File: src/hdl/key_matrix_debouncer_unit_macros.svh
// Assertion macros for the key matrix debouncer.
// Used by key_matrix_debouncer_unit; expects clk_i and rst_ni in scope.
`ifndef KEY_MATRIX_DEBOUNCER_UNIT_MACROS_SVH
`define KEY_MATRIX_DEBOUNCER_UNIT_MACROS_SVH

`ifndef SYNTHESIS
`define KMD_ASSERT(name, prop) \
  name: assert property (@(posedge clk_i) disable iff (!rst_ni) (prop)) \
    else $error("kmd assertion failed");
`define KMD_ASSERT_NEXT(name, pre, post) \
  name: assert property (@(posedge clk_i) disable iff (!rst_ni) (pre) |=> (post)) \
    else $error("kmd next-cycle assertion failed");
`else
`define KMD_ASSERT(name, prop)
`define KMD_ASSERT_NEXT(name, pre, post)
`endif

`endif

File: src/hdl/kmd_pkg.sv
// Shared constants, types and helpers for the key matrix debouncer.
// No dependencies.
package kmd_pkg;

  localparam int unsigned ROWS      = 5;
  localparam int unsigned COLS      = 16;
  localparam int unsigned ROW_W     = 3;
  localparam int unsigned COL_W     = 4;
  localparam int unsigned CDATA_W   = 16;
  localparam int unsigned SCAN_W    = 8;
  localparam int unsigned KCNT_W    = 7;
  localparam int unsigned ROW_IDX_W = (ROWS > 1) ? $clog2(ROWS) : 1;
  localparam int unsigned COL_IDX_W = (COLS > 1) ? $clog2(COLS) : 1;
  localparam int unsigned CNT_W     = $clog2(ROWS * COLS + 1);
  localparam logic [SCAN_W-1:0] SCANS_RESET = SCAN_W'(5);
  localparam logic [CNT_W:0]    KCNT_MAX    = (CNT_W + 1)'((1 << KCNT_W) - 1);

  typedef enum logic {
    MODE_SAMPLE   = 1'b0,
    MODE_PASS_END = 1'b1
  } mode_e;

  typedef struct packed {
    mode_e              mode;
    logic [ROW_W-1:0]   row;
    logic [COL_W-1:0]   col;
    logic [CDATA_W-1:0] cols;
  } step_t;

  typedef struct packed {
    logic [CDATA_W-1:0] stable_row;
    logic               key_on;
    logic [KCNT_W-1:0]  key_count;
    logic               settled;
    logic               bounce;
    logic               committed;
  } result_t;

  function automatic logic [CNT_W-1:0] popcnt(input logic [COLS-1:0] v);
    logic [CNT_W-1:0] n;
    n = '0;
    for (int i = 0; i < COLS; i++) begin
      n = n + CNT_W'(v[i]);
    end
    return n;
  endfunction

endpackage

File: src/hdl/kmd_store.sv
// Raw and stable row stores, global countdown and per-beat result logic.
// Depends on kmd_pkg.
module kmd_store (
  input  logic                      clk_i,
  input  logic                      rst_ni,
  input  logic                      step_en_i,
  input  kmd_pkg::step_t            step_i,
  input  logic                      cfg_we_i,
  input  logic [kmd_pkg::SCAN_W-1:0] cfg_wdata_i,
  output kmd_pkg::result_t          res_o
);
  import kmd_pkg::*;

  logic [COLS-1:0]   raw_q    [ROWS];
  logic [COLS-1:0]   stable_q [ROWS];
  logic [SCAN_W-1:0] cnt_q, cnt_d;
  logic [SCAN_W-1:0] scans_q;
  logic [CNT_W-1:0]  raw_cnt_q, raw_cnt_d;
  logic [CNT_W-1:0]  stb_cnt_q;

  logic                 row_ok;
  logic [ROW_IDX_W-1:0] ridx;
  logic [COLS-1:0]      cols_m;
  logic [COLS-1:0]      raw_rd;
  logic [COLS-1:0]      stb_rd;
  logic                 change;
  logic                 commit;
  logic                 bounce;
  logic [COLS-1:0]      srow;
  logic [CNT_W-1:0]     cnt_view;

  assign row_ok = (32'(step_i.row) < ROWS);
  assign ridx   = step_i.row[ROW_IDX_W-1:0];
  assign cols_m = step_i.cols[COLS-1:0];
  assign raw_rd = row_ok ? raw_q[ridx] : '0;
  assign stb_rd = row_ok ? stable_q[ridx] : '0;

  always_comb begin
    cnt_d     = cnt_q;
    raw_cnt_d = raw_cnt_q;
    change    = 1'b0;
    commit    = 1'b0;
    bounce    = 1'b0;
    unique case (step_i.mode)
      MODE_SAMPLE: begin
        if (row_ok && (raw_rd != cols_m)) begin
          change    = 1'b1;
          bounce    = (cnt_q != '0);
          cnt_d     = (scans_q != '0) ? scans_q : SCAN_W'(1);
          raw_cnt_d = raw_cnt_q - popcnt(raw_rd) + popcnt(cols_m);
        end
      end
      MODE_PASS_END: begin
        if (cnt_q != '0) begin
          cnt_d  = cnt_q - SCAN_W'(1);
          commit = (cnt_q == SCAN_W'(1));
        end
      end
      default: ;
    endcase
  end

  always_ff @(posedge clk_i or negedge rst_ni) begin
    if (!rst_ni) begin
      cnt_q     <= SCANS_RESET;
      scans_q   <= SCANS_RESET;
      raw_cnt_q <= '0;
      stb_cnt_q <= '0;
      for (int i = 0; i < ROWS; i++) begin
        raw_q[i]    <= '0;
        stable_q[i] <= '0;
      end
    end else begin
      if (cfg_we_i) begin
        scans_q <= cfg_wdata_i;
      end
      if (step_en_i) begin
        cnt_q     <= cnt_d;
        raw_cnt_q <= raw_cnt_d;
        if (change) begin
          raw_q[ridx] <= cols_m;
        end
        if (commit) begin
          stb_cnt_q <= raw_cnt_q;
          for (int i = 0; i < ROWS; i++) begin
            stable_q[i] <= raw_q[i];
          end
        end
      end
    end
  end

  // stable view after this beat: a commit exposes the raw store directly
  assign srow     = commit ? raw_rd : stb_rd;
  assign cnt_view = commit ? raw_cnt_q : stb_cnt_q;

  always_comb begin
    res_o            = '0;
    res_o.stable_row = CDATA_W'(srow);
    res_o.key_on     = row_ok && (32'(step_i.col) < COLS) && srow[step_i.col[COL_IDX_W-1:0]];
    res_o.key_count  = ({1'b0, cnt_view} > KCNT_MAX) ? KCNT_MAX[KCNT_W-1:0]
                                                      : KCNT_W'(cnt_view);
    res_o.settled    = (cnt_d == '0);
    res_o.bounce     = bounce;
    res_o.committed  = commit;
  end

endmodule

File: src/hdl/key_matrix_debouncer_unit.sv
// Key matrix debouncer, top level: handshake and result register.
// Depends on kmd_pkg, kmd_store and key_matrix_debouncer_unit_macros.svh.
// Results are registered: a result is valid in the cycle after its input beat is accepted.
// Throughput: one beat per cycle; input stalls only while the result register is full and stalled.
// Reset: rows and stable matrix clear, countdown and debounce_scans load 5, no result pending.
`include "key_matrix_debouncer_unit_macros.svh"
module key_matrix_debouncer_unit (
  input  logic                        clk_i,
  input  logic                        rst_ni,
  input  logic                        cfg_we_i,
  input  logic [kmd_pkg::SCAN_W-1:0]  cfg_wdata_i,
  input  logic                        in_valid_i,
  output logic                        in_stall_o,
  input  logic                        mode_i,
  input  logic [kmd_pkg::ROW_W-1:0]   row_i,
  input  logic [kmd_pkg::COL_W-1:0]   col_i,
  input  logic [kmd_pkg::CDATA_W-1:0] cols_i,
  output logic                        out_valid_o,
  input  logic                        out_stall_i,
  output logic [kmd_pkg::CDATA_W-1:0] stable_row_o,
  output logic                        key_on_o,
  output logic [kmd_pkg::KCNT_W-1:0]  key_count_o,
  output logic                        settled_o,
  output logic                        bounce_o,
  output logic                        committed_o
);
  import kmd_pkg::*;

  logic    accept;
  step_t   step;
  result_t res;
  result_t res_q;
  logic    out_valid_q, out_valid_d;

  assign in_stall_o = out_valid_q & out_stall_i;
  assign accept     = in_valid_i & ~in_stall_o;

  always_comb begin
    step.mode = mode_e'(mode_i);
    step.row  = row_i;
    step.col  = col_i;
    step.cols = cols_i;
  end

  kmd_store u_store (
    .clk_i       (clk_i),
    .rst_ni      (rst_ni),
    .step_en_i   (accept),
    .step_i      (step),
    .cfg_we_i    (cfg_we_i),
    .cfg_wdata_i (cfg_wdata_i),
    .res_o       (res)
  );

  assign out_valid_d = accept | (out_valid_q & out_stall_i);

  always_ff @(posedge clk_i or negedge rst_ni) begin
    if (!rst_ni) begin
      out_valid_q <= 1'b0;
    end else begin
      out_valid_q <= out_valid_d;
    end
  end

  always_ff @(posedge clk_i) begin
    if (accept) begin
      res_q <= res;
    end
  end

  assign out_valid_o  = out_valid_q;
  assign stable_row_o = res_q.stable_row;
  assign key_on_o     = res_q.key_on;
  assign key_count_o  = res_q.key_count;
  assign settled_o    = res_q.settled;
  assign bounce_o     = res_q.bounce;
  assign committed_o  = res_q.committed;

  `KMD_ASSERT(a_full_stall, (out_valid_o && out_stall_i) |-> in_stall_o)
  `KMD_ASSERT(a_commit_settled, (out_valid_o && committed_o) |-> settled_o)
  `KMD_ASSERT(a_bounce_xor_commit, out_valid_o |-> !(bounce_o && committed_o))
  `KMD_ASSERT_NEXT(a_accept_valid, accept, out_valid_o)

endmodule

File: config.mk
export PLATFORM = sky130hd
export DESIGN_NAME = key_matrix_debouncer_unit
export DESIGN_NICKNAME = d
export VERILOG_FILES = /design/src/hdl/kmd_pkg.sv /design/src/hdl/kmd_store.sv /design/src/hdl/key_matrix_debouncer_unit.sv
export VERILOG_INCLUDE_DIRS = /design/src /design/src/hdl
export SDC_FILE = /design/constraint.sdc
export NUM_CORES = 1
export LEC_CHECK = 0
export BUFFER_PORTS_ARGS = -buffer_cell sky130_fd_sc_hd__clkbuf_2
export CAP_MARGIN = 40
export CORE_MARGIN = 1.5
export CORE_UTILIZATION = 30
export CTS_BUF_LIST = sky130_fd_sc_hd__clkbuf_8
export DETAILED_ROUTE_END_ITERATION = 8
export HOLD_SLACK_MARGIN = 0.06
export PLACE_DENSITY = 0.52
export SETUP_SLACK_MARGIN = 0.3
export SYNTH_ARGS = -nofsm -noshare
export SYNTH_HDL_FRONTEND = slang
export SYNTH_HIERARCHICAL = 1
export SYNTH_SLANG_ARGS = --single-unit
File: constraint.sdc
create_clock -name clk_i -period 5.9 [get_ports clk_i]
set_input_delay 1.18 -clock clk_i [delete_from_list [all_inputs] [get_ports clk_i]]
set_output_delay 1.18 -clock clk_i [all_outputs]
set_load 0.02 [all_outputs]
## Word level (Yosys, flattened, before mapping)

Index checks and enable logic that the tools add are counted.

| storage, ports and cells | value |
|---|---|
| input bits | 37 |
| bits in registers | 218 |

| operators by class | value |
|---|---|
| multiplexer cells | 23 |
| order comparisons | 4 |
| equal/unequal tests | 2 |
| reduce and logical (&&, ||, !) cells | 10 |
| bitwise operators | 7 |
| add/subtract/negate cells | 33 |

Operators by type and width:

| cell | number |
|---|---|
| 7-bit by 1-bit adder with 7-bit output | 28 |
| 16-bit 2-to-1 mux | 8 |
| 16-bit binary-select mux with 3-bit select | 2 |
| 80-bit bitwise mux | 1 |
| 16-bit demux with 3-bit select | 1 |
| 8-bit 2-to-1 mux | 3 |
| 16-bit != test | 1 |
| 8-bit one-hot mux with 2 select lines | 1 |
| 8-bit nonzero test | 2 |
| 8-bit by 1-bit == test with 1-bit output (second input constant) | 1 |
| 8-bit logical NOT | 1 |
| 8-bit by 1-bit subtractor with 8-bit output (second input constant) | 1 |
| 7-bit adder | 1 |
| 7-bit 2-to-1 mux | 1 |
| 7-bit subtractor | 1 |
| 4-bit by 5-bit less-than comparator with 1-bit output (second input constant) | 1 |
| 1-bit 2-to-1 mux | 5 |
| 1-bit by 1-bit adder with 2-bit output | 2 |
| 1-bit binary-select mux with 4-bit select | 1 |
| 4-bit >= comparator (second input constant) | 1 |
| 4-bit by 1-bit less-than comparator with 1-bit output (second input constant) | 1 |
| 3-bit NOT with 4-bit output | 1 |
| 2-bit AND reduction | 2 |
| 1-bit logical AND | 3 |
| 6 further kinds | 9 |

## Depth between registers and ports, before layout

| logic depth | value |
|---|---|
| word-level depth | 22 |
| depth in mapped cells | 26 |
| depth with buffers taken out | 23 |

## By module

Netlist, hierarchy kept.

By module, submodules not included:

| module | cells an instance | area each (µm²) | times used |
|---|---|---|---|
| kmd_store | 856 | 10,669.0 | 1 |
| key_matrix_debouncer_unit | 31 | 860.8 | 1 |

## Worst setup path before layout

Ideal clock, no wire load.

| path | value |
|---|---|
| kind | input to register |
| from | in row_i[1] in the netlist's numbering |
| to | reg u_store.raw_cnt_q[5] |
| path slack | -675 ps |
| buffers on the path | 4 |
| data required time | 5,775 ps |
| stages | 24 |
| arrival time | 6,451 ps |
| path through | buf_6 > buf_6 > buf_6 > clkbuf_1 > a32oi_1 > o21ai_0 > inv_1 > fa_1 > inv_1 > fa_1 > inv_1 > fa_1 > inv_1 > fa_1 > fa_1 > fa_1 > inv_1 > ha_1 > fa_1 > a21oi_1 > nor2_1 > nor2_1 > xnor2_1 > mux2_2 |

| between the ends | value |
|---|---|
| longest elaborated chain between the ends | 22 |

Ends and longest elaborated chain:

| item | line | RTL |
|---|---|---|
| start, declared | key_matrix_debouncer_unit.sv:15 | `input logic [kmd_pkg::ROW_W-1:0] row_i,` |
| 3-bit NOT with 4-bit output (not written as such) | kmd_store.sv:35 | `assign raw_rd = row_ok ? raw_q[ridx] : '0;` |
| 16-bit binary-select mux with 3-bit select | kmd_store.sv:35 |  |
| 16-bit 2-to-1 mux (not written as such) (2 in series) | kmd_store.sv:35 |  |
| 16-bit 2-to-1 mux | kmd_store.sv:35 |  |
| 1-bit by 1-bit adder with 2-bit output | kmd_pkg.sv:43 | `n = n + CNT_W'(v[i]);` |
| 7-bit by 1-bit adder with 7-bit output (14 in series) | kmd_pkg.sv:43 |  |
| 7-bit subtractor | kmd_store.sv:50 | `raw_cnt_d = raw_cnt_q - popcnt(raw_rd) + popcnt(cols_m);` |
| 7-bit adder | kmd_store.sv:50 |  |
| end signal, assigned | kmd_store.sv:79 | `raw_cnt_q <= raw_cnt_d;` |
| end, declared | kmd_store.sv:18 | `logic [CNT_W-1:0] raw_cnt_q, raw_cnt_d;` |

Several ways; a longest one is shown, not always the timed one. The select of a mux whose other input is x is not followed.
A chain may end at the register's enable or synchronous reset.

## Worst setup path after layout

| path | value |
|---|---|
| from | in row_i[0] in the netlist's numbering |
| to | reg u_store.raw_cnt_q[5] |

The elaborated chain is that of the path after synthesis.

==> run summary <==
Syn Inst Count = 887
Pwr Total = 0.00625 W
Largest stage delay, worst path = 560 ps
highest-delay cell along the critical path = fa_2
Syn Nets = 971
post-DP HPWL = 20700 um
status = finished clean
Final ANT Viol Nets = 0
Power Dens Cells = 446 nW/um2
CTS tree = done
Worst slew margin = 0.429
max-cap check violation count = 0
RSZ-0062 raised after global routing = yes
maximum VDD drop = 0.000594 V
Initial Utilization = 0.305
FILL cells = 3695
P&R area growth vs syn = 21.4%
Vias = 7530
skew final = 19.6 ps
crit path kind = input pin to register
met1 Use GR = 0.229
Std-Cell Rows = 71
synthesis-stage register bit count = 218
Max Buffers Root-to-Sink = 3
Worst setup EP type = register
Synth warnings = 6
placed instance area = 12900 um2
CP Buf/Inv Count = 5
gr usage total = 0.157
DP Cell Count = 1483
Multi-input gate area = 5600 um2
initial drt markers = 343
largest net degree at the start of global routing = 100
Finished Cell Area = 14000 um2
DR vias/cell = 4.82
crit path DAT = 6250 ps
# port buffers = 65
# DRC = 0
GRT met2 Usage = 0.234
die width = 199 um
layer with the highest usage = met2
Final min period = 5820 ps
core area = 37800 um2
Wirelength per Cell = 19.3 um
full die area = 39600 um2
nets = 1107
Max FO, Critical Path = 6
most frequent cells in the layout = 187 x dfrtp_1, 168 x mux2_2, 65 x inv_1, 65 x buf_4, 61 x clkbuf_2
grt ovf = 0
Distinct cells, synth = 71
CP Cell Sequence = clkbuf_16, buf_12, or4bb_1, o221ai_2, fa_1, fa_2, inv_2, fa_2, inv_2, fa_2, fa_2, fa_1, inv_2, ha_4, fa_2, a21oi_2, nor2_1, nor2_1, xnor2_1, mux2_4
CTS buffer count = 40
Antenna Cells = 0
CTS Sinks = 218
Layout Cells excl Fill = 1562
sequential fraction of the synthesis area = 0.485
TNS Setup = 0 ps
Synth Area per Inst = 13.0 um2
family with the most delay on the worst path = adder cells
leading cell type in the layout, fill and taps excluded = dfrtp_1
Final setup viols = 0
GP Congestion = 0.828
number of synthesized flops with an enable pin = 27
period utilisation layout = 0.986
vias in the first global route = 7830
WP data required = 6340 ps
Hold Fails Final Rpt = 0
sequential cell area = 5600 um2
H-tree Lvls = 2
Hold Crit Class = input pin to asynchronous set/reset pin
synthesized cell area = 11500 um2
first-pass GRT wire length = 46800 um
predominant post-synthesis flop cell = dfrtp_1
CP most frequent cell = fa_2
Ports = 66
Routed WL = 30200 um
Pre-Repair DR Iteration Count = 4
layout cells sized above 1 = 0.439
Global Route met3 Usage = 0.0314
post-synthesis async set-or-reset flop share = 0.876
Skew-Pair Late Insertion Delay = 570 ps
Slew Viols, Final = 0
Leakage = 6.62 nW
Clock transition at path regs = 60 ps
hold_buf cts = 0
Die Y-Extent = 199 um
Worst-Margin Slew = 854 ps
CP startpoint kind = input pin
fmax = 172 MHz
initial antenna violation count = 0
CTS root buf = clkbuf_8
[metal layers]
layer	vias up	wire length [um]
li1	3446	-
met1	3855	14900
met2	193	13100
met3	36	1630
met4	0	521
met5	-	0
[registers in the layout, summed over array words and instances, names as in the netlist, 7 cells and up]
| name | count |
|---|---|
| key_count_o | 7 |
| u_store/scans_q | 8 |
| stable_row_o | 16 |
| u_store/stable_q | 80 |
| u_store/raw_cnt_q | 7 |
| u_store/raw_q | 80 |
| u_store/cnt_q | 8 |
| u_store/stb_cnt_q | 7 |
[synthesized netlist by cell type (all sizes together) (9+ instances only)]
cell type,instances,area share
mux2i,51,0.044
dfrtp,187,0.41
clkbuf,20,0.0066
edfxtp,27,0.070
o22ai,19,0.010
a21oi,38,0.016
xor2,9,0.0068
buf,30,0.019
xnor2,16,0.012
nor2,44,0.015
mux4,11,0.021
inv,63,0.021
o21ai,18,0.0078
nand2,26,0.0085
ha,18,0.020
mux2,191,0.19
fa,29,0.050
[final timing paths]
path	endpoint	cells past startpoint	slack, ps	startpoint
max	u_store/raw_cnt_q[5]	20	80	row_i[0]
min	out_valid_o	1	470	rst_ni
max reg2reg	u_store/raw_cnt_q[5]	20	620	u_store/raw_q[20]
min reg2reg	u_store/stb_cnt_q[0]	2	470	u_store/stb_cnt_q[0]
max in group asynchronous	u_store/raw_q[39]	3	4270	rst_ni
min in group clk_i	u_store/stb_cnt_q[0]	2	470	u_store/stb_cnt_q[0]
[layout make-up]
class | instances | area share
clock inverters | 18 | 0.00715
inverters | 64 | 0.0172
well taps | 511 | 0.0457
multi-input cells | 555 | 0.400
flip-flops and latches | 218 | 0.400
clock buffers | 52 | 0.0511
repair buffers | 144 | 0.0793
[per-stage QoR]
step / hold slack [ps] / setup WS (ps) / utilization
global route: 453 / -71.8 / 0.371
finish: 473 / 84.1 / 0.371
floorplan: 446 / -374 / -
CTS: 438 / 120 / 0.369
global placement: 457 / -623 / 0.340
detailed placement: 466 / -682 / 0.342
[where the power goes]
part / total, W / switching, W / internal, W
Clock: 0.00147 / 0.000642 / 0.000829
Sequential: 0.00187 / 0.000159 / 0.00171
Combinational: 0.00291 / 0.00134 / 0.00157
Total: 0.00625 / 0.00214 / 0.00411
[cell families after synthesis]
group	count (synthesis)	share of synthesized area
multiplexers	253	0.259
flip-flops	218	0.485
AND/OR/NAND/NOR	120	0.0589
buffers and inverters	114	0.0466
AO/OA/AOI/OAI	110	0.0612
adder cells (fa/ha/maj)	47	0.0699
XOR/XNOR	25	0.0190
[timing repair]
action | CTS | global route
cloned | 2 | 0
pin swaps | 19 | 2
setup endpoints to repair | 3 | 5
setup buffers | 4 | 3
resized for setup | 27 | 10
(Power assumes the default switching activity.)
